$ cat src/design/scfp_pkg.sv
// Shared types and constants for the sum-checked frame parser.
package scfp_pkg;

    localparam logic [7:0] SYNC_RESET = 8'h5A;
    localparam int         DATA_W     = 32;
    localparam int         ADDR_W     = 3;
    localparam int         M_TDATA_W  = 40;

    localparam logic ADDR_SYNC_BYTE = 1'b0;

    typedef enum logic [2:0] {
        PH_HUNT1   = 3'd0,
        PH_HUNT2   = 3'd1,
        PH_TYPE    = 3'd2,
        PH_LEN     = 3'd3,
        PH_PAYLOAD = 3'd4,
        PH_CHECK   = 3'd5
    } phase_t;

    typedef struct packed {
        logic        checksum_bad;
        logic [7:0]  payload_len;
        logic [7:0]  frame_type;
        logic [15:0] distance_mm;
    } result_t;

endpackage

$ cat src/design/scfp_cfg.sv
// APB register file holding the sync byte value.
module scfp_cfg
(
    input  logic                         clk,
    input  logic                         rst_n,
    input  logic                         psel,
    input  logic                         penable,
    input  logic                         pwrite,
    input  logic [scfp_pkg::ADDR_W-1:0]  paddr,
    input  logic [scfp_pkg::DATA_W-1:0]  pwdata,
    output logic [scfp_pkg::DATA_W-1:0]  prdata,
    output logic                         pready,
    output logic [7:0]                   sync_byte
);

    logic [7:0] sync_reg;
    logic       wr_en;
    logic       sel_sync;

    assign pready   = 1'b1;
    assign sel_sync = (paddr[2] == scfp_pkg::ADDR_SYNC_BYTE);
    assign wr_en    = psel && penable && pwrite && pready && sel_sync;

    always_ff @(posedge clk or negedge rst_n)
    begin
        if (!rst_n)
        begin
            sync_reg <= scfp_pkg::SYNC_RESET;
        end
        else if (wr_en)
        begin
            sync_reg <= pwdata[7:0];
        end
    end

    assign prdata    = sel_sync ? {24'd0, sync_reg} : '0;
    assign sync_byte = sync_reg;

endmodule

$ cat src/design/scfp_parser.sv
// Byte-wise frame parsing state machine with running checksum.
module scfp_parser
(
    input  logic                    clk,
    input  logic                    rst_n,
    input  logic                    byte_valid,
    input  logic [7:0]              rx_byte,
    input  logic [7:0]              sync_byte,
    output logic                    result_valid,
    output scfp_pkg::result_t       result
);

    scfp_pkg::phase_t phase_reg, phase_next;
    logic [7:0]  sum_reg, sum_next;
    logic [7:0]  left_reg, left_next;
    logic [1:0]  idx_reg, idx_next;
    logic [15:0] dist_reg, dist_next;
    logic [7:0]  type_reg, type_next;
    logic [7:0]  len_reg, len_next;
    logic        is_sync;

    assign is_sync = (rx_byte == sync_byte);

    always_comb
    begin
        phase_next = phase_reg;
        sum_next   = sum_reg;
        left_next  = left_reg;
        idx_next   = idx_reg;
        dist_next  = dist_reg;
        type_next  = type_reg;
        len_next   = len_reg;
        unique case (phase_reg)
            scfp_pkg::PH_HUNT2:
            begin
                if (is_sync)
                begin
                    sum_next   = sum_reg + rx_byte;
                    phase_next = scfp_pkg::PH_TYPE;
                end
                else
                begin
                    phase_next = scfp_pkg::PH_HUNT1;
                    sum_next   = '0;
                    left_next  = '0;
                    idx_next   = '0;
                    dist_next  = '0;
                end
            end
            scfp_pkg::PH_TYPE:
            begin
                type_next  = rx_byte;
                sum_next   = sum_reg + rx_byte;
                phase_next = scfp_pkg::PH_LEN;
            end
            scfp_pkg::PH_LEN:
            begin
                len_next   = rx_byte;
                sum_next   = sum_reg + rx_byte;
                left_next  = rx_byte;
                idx_next   = '0;
                dist_next  = '0;
                phase_next = (rx_byte == 8'd0) ? scfp_pkg::PH_CHECK : scfp_pkg::PH_PAYLOAD;
            end
            scfp_pkg::PH_PAYLOAD:
            begin
                sum_next = sum_reg + rx_byte;
                if (idx_reg == 2'd0)
                begin
                    dist_next = {rx_byte, 8'd0};
                end
                else if (idx_reg == 2'd1)
                begin
                    dist_next = {dist_reg[15:8], rx_byte};
                end
                if (idx_reg != 2'd2)
                begin
                    idx_next = idx_reg + 2'd1;
                end
                left_next = left_reg - 8'd1;
                if (left_reg == 8'd1)
                begin
                    phase_next = scfp_pkg::PH_CHECK;
                end
            end
            scfp_pkg::PH_CHECK:
            begin
                phase_next = scfp_pkg::PH_HUNT1;
                sum_next   = '0;
                left_next  = '0;
                idx_next   = '0;
                dist_next  = '0;
            end
            default:
            begin
                left_next = '0;
                idx_next  = '0;
                dist_next = '0;
                if (is_sync)
                begin
                    sum_next   = rx_byte;
                    phase_next = scfp_pkg::PH_HUNT2;
                end
                else
                begin
                    sum_next   = '0;
                    phase_next = scfp_pkg::PH_HUNT1;
                end
            end
        endcase
    end

    always_ff @(posedge clk or negedge rst_n)
    begin
        if (!rst_n)
        begin
            phase_reg <= scfp_pkg::PH_HUNT1;
            sum_reg   <= '0;
            left_reg  <= '0;
            idx_reg   <= '0;
            dist_reg  <= '0;
            type_reg  <= '0;
            len_reg   <= '0;
        end
        else if (byte_valid)
        begin
            phase_reg <= phase_next;
            sum_reg   <= sum_next;
            left_reg  <= left_next;
            idx_reg   <= idx_next;
            dist_reg  <= dist_next;
            type_reg  <= type_next;
            len_reg   <= len_next;
        end
    end

    always_comb
    begin
        result_valid        = byte_valid && (phase_reg == scfp_pkg::PH_CHECK);
        result.distance_mm  = dist_reg;
        result.frame_type   = type_reg;
        result.payload_len  = len_reg;
        result.checksum_bad = (rx_byte != sum_reg);
    end

endmodule

$ cat src/design/scfp_out_reg.sv
// Output register that holds one finished result until it is taken.
module scfp_out_reg
(
    input  logic                               clk,
    input  logic                               rst_n,
    input  logic                               in_valid,
    input  scfp_pkg::result_t                  in_result,
    output logic                               in_ready,
    output logic                               m_tvalid,
    input  logic                               m_tready,
    output logic [scfp_pkg::M_TDATA_W-1:0]     m_tdata
);

    logic              valid_reg;
    scfp_pkg::result_t data_reg;

    assign in_ready = !valid_reg || m_tready;

    always_ff @(posedge clk or negedge rst_n)
    begin
        if (!rst_n)
        begin
            valid_reg <= 1'b0;
        end
        else if (in_ready)
        begin
            valid_reg <= in_valid;
        end
    end

    always_ff @(posedge clk)
    begin
        if (in_ready && in_valid)
        begin
            data_reg <= in_result;
        end
    end

    assign m_tvalid = valid_reg;
    assign m_tdata  = {7'd0, data_reg};

endmodule

$ cat src/design/sum_checked_frame_parser_core.sv
// Top level of the sum-checked frame parser.
//
// Each received byte enters on the slave stream as one word, and the block takes a word in
// every cycle while the output register is empty or being read. Two consecutive sync bytes
// start a frame, followed by type, length, that many payload bytes and an 8-bit wrapping sum
// checksum over all earlier frame bytes. The checksum byte produces one registered result word,
// carrying the big-endian distance from payload bytes 0 and 1 (missing bytes read as
// zero), the type, the length and a checksum failure flag. Hunting for sync resumes right
// after every checksum byte, good or bad. The sync value is the APB register at address 0.
module sum_checked_frame_parser_core
(
    input  logic                              clk,
    input  logic                              rst_n,
    input  logic                              s_tvalid,
    output logic                              s_tready,
    input  logic [7:0]                        s_tdata,   // [7:0] rx_byte
    output logic                              m_tvalid,
    input  logic                              m_tready,
    // [15:0] distance_mm, [23:16] frame_type, [31:24] payload_len, [32] checksum_bad
    output logic [scfp_pkg::M_TDATA_W-1:0]    m_tdata,
    input  logic                              psel,
    input  logic                              penable,
    input  logic                              pwrite,
    input  logic [scfp_pkg::ADDR_W-1:0]       paddr,
    input  logic [scfp_pkg::DATA_W-1:0]       pwdata,
    output logic [scfp_pkg::DATA_W-1:0]       prdata,
    output logic                              pready
);

    logic [7:0]        sync_value;
    logic              byte_valid;
    logic              res_valid;
    scfp_pkg::result_t res;

    assign byte_valid = s_tvalid && s_tready;

    scfp_cfg u_cfg
    (
        .clk       (clk),
        .rst_n     (rst_n),
        .psel      (psel),
        .penable   (penable),
        .pwrite    (pwrite),
        .paddr     (paddr),
        .pwdata    (pwdata),
        .prdata    (prdata),
        .pready    (pready),
        .sync_byte (sync_value)
    );

    scfp_parser u_parser
    (
        .clk          (clk),
        .rst_n        (rst_n),
        .byte_valid   (byte_valid),
        .rx_byte      (s_tdata),
        .sync_byte    (sync_value),
        .result_valid (res_valid),
        .result       (res)
    );

    scfp_out_reg u_out
    (
        .clk       (clk),
        .rst_n     (rst_n),
        .in_valid  (res_valid),
        .in_result (res),
        .in_ready  (s_tready),
        .m_tvalid  (m_tvalid),
        .m_tready  (m_tready),
        .m_tdata   (m_tdata)
    );

endmodule

$ cat config.mk
export PLATFORM = sky130hd
export DESIGN_NAME = sum_checked_frame_parser_core
export DESIGN_NICKNAME = d
export VERILOG_FILES = /design/src/design/scfp_pkg.sv /design/src/design/scfp_cfg.sv /design/src/design/scfp_parser.sv /design/src/design/scfp_out_reg.sv /design/src/design/sum_checked_frame_parser_core.sv
export SDC_FILE = /design/constraint.sdc
export NUM_CORES = 1
export LEC_CHECK = 0
export ABC_AREA = 1
export BUFFER_PORTS_ARGS = -buffer_cell sky130_fd_sc_hd__buf_2
export CAP_MARGIN = 10
export CORE_ASPECT_RATIO = 1.25
export CORE_UTILIZATION = 25
export DETAILED_ROUTE_END_ITERATION = 10
export PLACE_DENSITY = 0.46
export SLEW_MARGIN = 30
export SYNTH_ARGS = -nofsm -noshare
export SYNTH_HDL_FRONTEND = slang
export SYNTH_SLANG_ARGS = --single-unit
$ cat constraint.sdc
create_clock -name clk -period 2.9 [get_ports clk]
set_clock_uncertainty 0.1 [all_clocks]
set_input_delay 0.29 -clock clk [delete_from_list [all_inputs] [get_ports clk]]
set_output_delay 0.29 -clock clk [all_outputs]
set_load 0.01 [all_outputs]
==> results of run 1 <==
-- layout by cell type, fill, tap and decap left out, types with 2 or more instances in the layout --
cell type,count
clkbuf_1,2
dfrtp_1,58
nand2_2,8
dfstp_2,4
nor3_1,10
nand3_2,2
buf_2,66
inv_2,19
conb_1,32
nand4_1,6
o21ai_0,27
buf_4,3
xor2_1,3
nor2_2,5
clkbuf_16,9
nand3_1,48
edfxtp_1,33
inv_6,3
o31ai_1,2
ha_1,12
o21ai_1,7
nand2_1,165
o22ai_1,3
nor2_4,2
inv_1,39
a21oi_1,13
nor2_1,60
xnor2_1,2
-- area by class of cell --
type,instances,area [um2]
Clock inverter,5,63.8
Tap cell,261,327
Fill cell,2000,13300
Sequential cell,95,2550
Inverter,59,221
Clock buffer,11,233
Multi-Input combinational cell,414,1950
Timing Repair Buffer,70,363
-- worst max-delay path, cell delays in order (launching register included) --
cell and delay [ps]:
dfrtp_1 410, inv_2 60, nand3_2 300, nand2_2 270, nor2_4 320, nor3b_1 280
o21ai_1 110, nand2_1 70
-- final timing paths --
check,end,slack (ps),cells past startpoint
worst max register to register,u_parser.phase_reg[0],910,7
min in group asynchronous,u_parser.len_reg[0],330,2
worst min-delay path,u_cfg.sync_byte[1],70,3
worst max-delay path,u_parser.phase_reg[0],910,7
max in group asynchronous,u_cfg.sync_byte[6],1640,3
worst min register to register,u_out.m_tdata[4],350,0
-- kinds of logic (layout without fill, tap and decap cells) --
kind of cell | after synthesis | after routing | synth area share
and+or+nand+nor | 310 | 310 | 0.270
buffers and inverters | 102 | 145 | 0.108
DFF | 95 | 95 | 0.519
AOI/OAI and AO/OA | 54 | 54 | 0.0581
adders and majority gates | 13 | 13 | 0.0347
xor gates and xnor gates | 5 | 5 | 0.00892
other | 2 | 32 | 0.00153
-- synthesized netlist by cell type, types with 10 or more instances --
cell	count
inv_1	39
edfxtp_1	33
nor2_1	61
ha_1	12
inv_2	19
o21ai_0	27
buf_4	32
nand2_1	165
a21oi_1	13
nor3_1	10
dfrtp_1	58
nand3_1	48
-- layer usage --
| metal | global-route usage | part of all wire |
|---|---|---|
| met5 | 0 | 0 |
| met4 | 0.0527 | 0.022 |
| met3 | 0.0252 | 0.051 |
| met2 | 0.211 | 0.48 |
| met1 | 0.148 | 0.45 |
-- power by group through the flow --
| stage | Clock (uW) | Sequential, uW | Combinational, uW |
|---|---|---|---|
| after detailed placement | 0 | 1810 | 1280 |
| after CTS | 1260 | 1790 | 1280 |
| after global placement | 0 | 1800 | 1250 |
| after global routing | 1310 | 1810 | 1470 |
| final | 1210 | 1790 | 1280 |
| after floorplan | 0 | 1770 | 1000 |
-- stage by stage --
step | cells | utilization | total power, uW
final | 915 | 0.300 | 4280
after detailed placement | 898 | 0.284 | 3090
after global placement | 898 | 0.284 | 3050
after global routing | 915 | 0.300 | 4590
after CTS | 915 | 0.300 | 4330
after floorplan | 611 | - | 2770
==> key figures, run 1 <==
Hold path
  – Hold Path Origin: pwdata[1]
  – Hold Crit Class: in2reg

Floorplanning
  – FP Rows: 56
  – Area of the die: 20,200 um2
  – Die Wd: approximately 130 um
  – Die height: 159 um
  – Initial Utilization: 0.259
  – I/O pin count: 125
  – Core area: 19,000 um2

GRT
  – Initial antenna violation count: 0
  – First-pass GRT wire length: 18,900 um
  – Largest net degree at the start of global routing: 33
  – GRT Resource Usage Total: 0.123
  – Congestion Overflow GR: 0
  – Vias in the first global route: 3,718

Clock tree
  – CTS clk-pin slew, worst paths: 70 ps
  – Num Clock Sinks: 95
  – Hold_buf cts: 1
  – Clock Tree Buf Depth: 2
  – H-tree Lvls: 3
  – Clock latency on the worst-skew pair: approximately 350 ps
  – Cts bufs inserted: 9
  – Post-CTS setup repair buffer count: 0
  – CTS-repair resized insts: 0
  – Clock Tree Root: clkbuf_16
  – CTS tree: built

Timing
  – Slew headroom: 0.557
  – Setup WS post-layout: 906 ps
  – Hold slack: 71.0 ps
  – Tmin final: 1990 ps
  – RSZ-0062 raised after global routing: no
  – Final setup viols: 0
  – Slew Limit Fails: 0
  – Period utilization: 0.687
  – Fin. Hold Viols: 0
  – Setup TNS: 0 ps
  – Max Freq: 502 MHz
  – Worst Tran Pin Value: 662 ps

Critical path
  – Critical Path Source: u_parser.phase_reg[0]
  – Startpoint types: flop
  – Reg2reg start: u_parser.phase_reg[0]
  – Crit Path Category: reg2reg
  – Crit end category: flop
  – WP data required: 3090 ps
  – Largest fanout on the critical path: 17
  – Data arrival, critical path: 2190 ps

Status
  – Status: complete, no violations

Finish
  – Max FFs per register: 33
  – Antenna Cells: 0
  – Layout cells sized above 1: 0.190
  – Final Instance Area: 5700 um2
  – Area growth syn-to-layout: 16.2%
  – Final Net Count: 712

Yosys
  – Syn Std Cell Area: 4910 um2
  – Most used DFF post-synth: dfrtp_1
  – Syn Inst Count: slightly below 600
  – Top cell type by total area after synthesis: dfrtp_1
  – Yosys warnings: 0
  – Distinct cells, synth: 35
  – Area contributors post-synth: dfrtp_1, edfxtp_1, nand2_1
  – Number of synthesized flops with an enable pin: 33
  – Seq/Total Area, Yosys: 0.519
  – #FFs+latches synth: 95
  – Ys async rst share: 0.653
  – Synthesized area per cell: about 8.4 um2
  – Share of the synthesized area in the top cell type: 0.296

Pwr
  – Worst vdd ir: 0.312 mV
  – Sw Share: 0.361
  – Switching power: 1550 uW
  – Cell area power density: 750 nW/um2
  – Register share of total power: 0.419
  – Power share of the clock group: 0.283
  – Leak: 0.00282 uW
  – Comb power frac: 0.298
  – Internal power: 2730 uW

Place
  – Placed Area: 5400 um2
  – DP Wirelength: 8380 um
  – Port-buffer cells: between 60 and 70
  – Post-Place Setup Slack: 906 ps
  – Routability cong.: 0.854

Drt
  – First-pass iteration count of the detailed router: 4
  – Drt initial violations: 203
  – Average vias per placed instance: approximately 4.3
  – Wire per inst: 12.7 um
  – Total wire length: 11,600 um
  – Via count: approximately 4,000
  – Detail Route Antenna Nets: 0
  – DRC viols: 0

Job
  – Max-cap violations: 0
(Power assumes the default switching activity.)
==> inputs of run 2 (changes only) <==
ABC_AREA = 0   (was 1)
clock period = 2 ns   (was 2.9 ns; I/O delays follow)
==> run 2 against run 1 <==
Effect of this change: the run now ends with setup timing left; routed wire length down 5.0%; final cell count fell by 20%; first-iteration DRC count down 32%.
==> key figures, run 2 <==
Status
  – Status: complete, but fails checks
  – Failing checks: setup timing

Floorplanning
  – Initial Utilization: 0.258 (-0.000737)
  – Die height: 152 um (-3.9%)
  – FP Rows: 54 (-3.6%)
  – Die Wd: 122 um (-3.9%)
  – Area of the die: 18,700 um2 (-7.6%)
  – I/O pin count: 125 (unchanged)
  – Core area: 17,600 um2 (-7.5%)

GRT
  – GRT Resource Usage Total: 0.122 (-0.000576)
  – Initial antenna violation count: 0 (unchanged)
  – Congestion Overflow GR: 0 (unchanged)
  – Largest net degree at the start of global routing: 63 (+91%)
  – Vias in the first global route: 3,226 (-13%)
  – First-pass GRT wire length: 17,000 um (-9.9%)

Clock tree
  – CTS tree: built
  – Clock latency on the worst-skew pair: 340 ps (about the same)
  – CTS clk-pin slew, worst paths: 70 ps (about the same)
  – Num Clock Sinks: 95 (unchanged)
  – H-tree Lvls: 3 (unchanged)
  – Clock Tree Buf Depth: 2 (unchanged)
  – Cts bufs inserted: 9 (unchanged)
  – Clock Tree Root: clkbuf_16

Timing
  – Slew Limit Fails: 0 (unchanged)
  – Hold slack: 113 ps (+42.3 ps)
  – RSZ-0062 raised after global routing: yes
  – Max Freq: 458 MHz (-8.7%)
  – Fin. Hold Viols: 0 (unchanged)
  – Period utilization: 1.09 (+0.404)
  – Final setup viols: 18 (+18)
  – Setup WS post-layout: -183 ps (-1090 ps)
  – Tmin final: 2180 ps (+189 ps)

Hold path
  – Hold Crit Class: in2reg

Finish
  – Layout cells sized above 1: 0.403 (+0.214)
  – Most frequent cells in the layout: buf_2, dfrtp_1, buf_4
  – Fill count: 1,793 (-10%)
  – Final Net Count: 569 (-20%)
  – Core Util, Final: 0.342 (+0.0419)
  – Area growth syn-to-layout: 32.8%
  – Sequential standard cell area: 2550 um2 (about the same)
  – Area of the multi-input gates: 1930 um2 (-0.77%)
  – Most common cell after layout, fill and taps aside: buf_2
  – Max FFs per register: 33 (unchanged)
  – Antenna Cells: 0 (unchanged)

Pwr
  – Leak: 0.00260 uW (-7.9%)
  – Sw Share: 0.339 (-0.0222)
  – Comb power frac: 0.383 (+0.085)
  – Power share of the clock group: 0.231 (-0.052)
  – Worst vdd ir: 0.498 mV (+59%)
  – Internal power: 4920 uW (+80%)
  – Power Total: 7450 uW (+74%)
  – Register share of total power: 0.386 (-0.033)
  – Switching power: 2530 uW (+63%)
  – Cell area power density: 1240 nW/um2 (+65%)

Critical path
  – Startpoint types: flop
  – Data arrival, critical path: 2310 ps (+120 ps)
  – WP data required: 2130 ps (-960 ps)
  – Crit end category: flop
  – Crit Path Category: reg2reg
  – Largest fanout on the critical path: 2 (-15)

Place
  – DP Wirelength: 7840 um (-6.4%)
  – Routability cong.: 0.782 (-8.5%)
  – Port-buffer cells: 66 (unchanged)

Drt
  – Via count: 3,279 (-16%)
  – DRC viols: 0 (unchanged)
  – Drt initial violations: 139 (-32%)
  – Met3 Wirelength: 609 um (+2.5%)
  – DR top layer: met4
  – Detail Route Antenna Nets: 0 (unchanged)
  – M1 WL: 4550 um (-13%)
  – Average vias per placed instance: 4.46 (+4.2%)
  – Metal2 WL: 5640 um (+1.9%)
  – Total wire length: 11,000 um (-5.0%)
  – First-pass iteration count of the detailed router: 4 (unchanged)
  – Wire per inst: 15.0 um (+18%)

Yosys
  – Ys async rst share: 0.653 (unchanged)
  – Cell with the most instances after synthesis: dfrtp_1
  – Syn Std Cell Area: 4530 um2 (-7.7%)
  – #FFs+latches synth: 95 (unchanged)
  – Seq/Total Area, Yosys: 0.563 (+0.0436)
  – Number of synthesized flops with an enable pin: 33 (unchanged)
  – Synth cell count leaders: dfrtp_1, buf_4, edfxtp_1
  – Top cell type by total area after synthesis: dfrtp_1
  – Share of the synthesized area in the top cell type: 0.321 (+0.0248)
  – Synthesized area per cell: 12.0 um2 (+42%)
  – Area contributors post-synth: dfrtp_1, edfxtp_1, buf_4
  – Syn Inst Count: 378 (-35%)
  – Distinct cells, synth: 55 (+57%)
  – Yosys warnings: 0 (unchanged)
  – Most used DFF post-synth: dfrtp_1

Job
  – Max-cap violations: 0 (unchanged)
[run 2: logic make-up after synthesis]
kind of cell,after synthesis,share of synthesized area
flops,95,0.563
other cells,2,0.00166
fa+ha+maj,13,0.0376
buf+inv,61,0.0840
simple gates,89,0.0978
compound gates,80,0.128
mux,25,0.0630
xor+xnor,13,0.0251
[run 2: worst paths after layout]
path / start / endpoint / slack (ps) / cells after the start
setup / recovery: u_parser.sum_reg[1] / u_parser.sum_reg[7] / -180 / 7
hold / removal: m_tready / u_out.m_tvalid / 110 / 3
setup reg to reg: u_parser.sum_reg[1] / u_parser.sum_reg[7] / -180 / 7
hold reg to reg: u_parser.len_reg[4] / u_out.m_tdata[28] / 350 / 0
max in group asynchronous: rst_n / u_parser.phase_reg[1] / 1210 / 3
min in group asynchronous: rst_n / u_cfg.sync_byte[2] / 280 / 3
[run 2: power by group through the flow]
stage | sequential (uW) | combinational, uW | clock, uW
2_1_floorplan | 2790 | 1750 | 0
3_3_place_gp | 2880 | 2360 | 0
3_5_place_dp | 2900 | 2410 | 0
4_1_cts | 2870 | 2700 | 1780
5_1_grt | 2930 | 3140 | 1850
6_report | 2870 | 2850 | 1720
[run 2: repair_timing]
action | CTS | global route
gates resized for setup | 17 | 24
setup endpoints to repair | 17 | 35
hold endpoints to repair | 66 | 0
pin swaps | 14 | 25
cloned | 1 | 0
hold buffers | 9 | 0
setup buffers | 9 | 2
[run 2: cell type report]
type | count | area share
clock buffers | 10 | 0.0381
clock inverters | 6 | 0.0114
inverters | 13 | 0.00812
multi-input cells | 253 | 0.322
flip-flops and latches | 95 | 0.424
well taps | 224 | 0.0466
repair buffers | 134 | 0.150
[run 2: worst max-delay path, stage by stage (launching register included)]
cell	delay [ps]
dfrtp_1	420
ha_4	240
a21oi_4	130
o211ai_2	120
o41ai_2	260
xnor2_1	180
mux2_4	310
a221o_1	310
[run 2: layer usage]
metal | up-vias | global-route usage
li1 | 1558 | -
met1 | 1584 | 0.142
met2 | 120 | 0.213
met3 | 17 | 0.0254
met4 | 0 | 0.0511
met5 | - | 0
[run 2: metrics by stage]
stage	setup TNS, ps	cells	cell area [um2]	setup WS, ps
3_5_place_dp	-710	698	5360	-191
4_1_cts	-703	733	5890	-180
3_3_place_gp	-715	698	5360	-172
5_1_grt	-3360	735	6010	-233
2_1_floorplan	-84.8	408	4700	-84.8
6_report	-1020	735	6010	-183
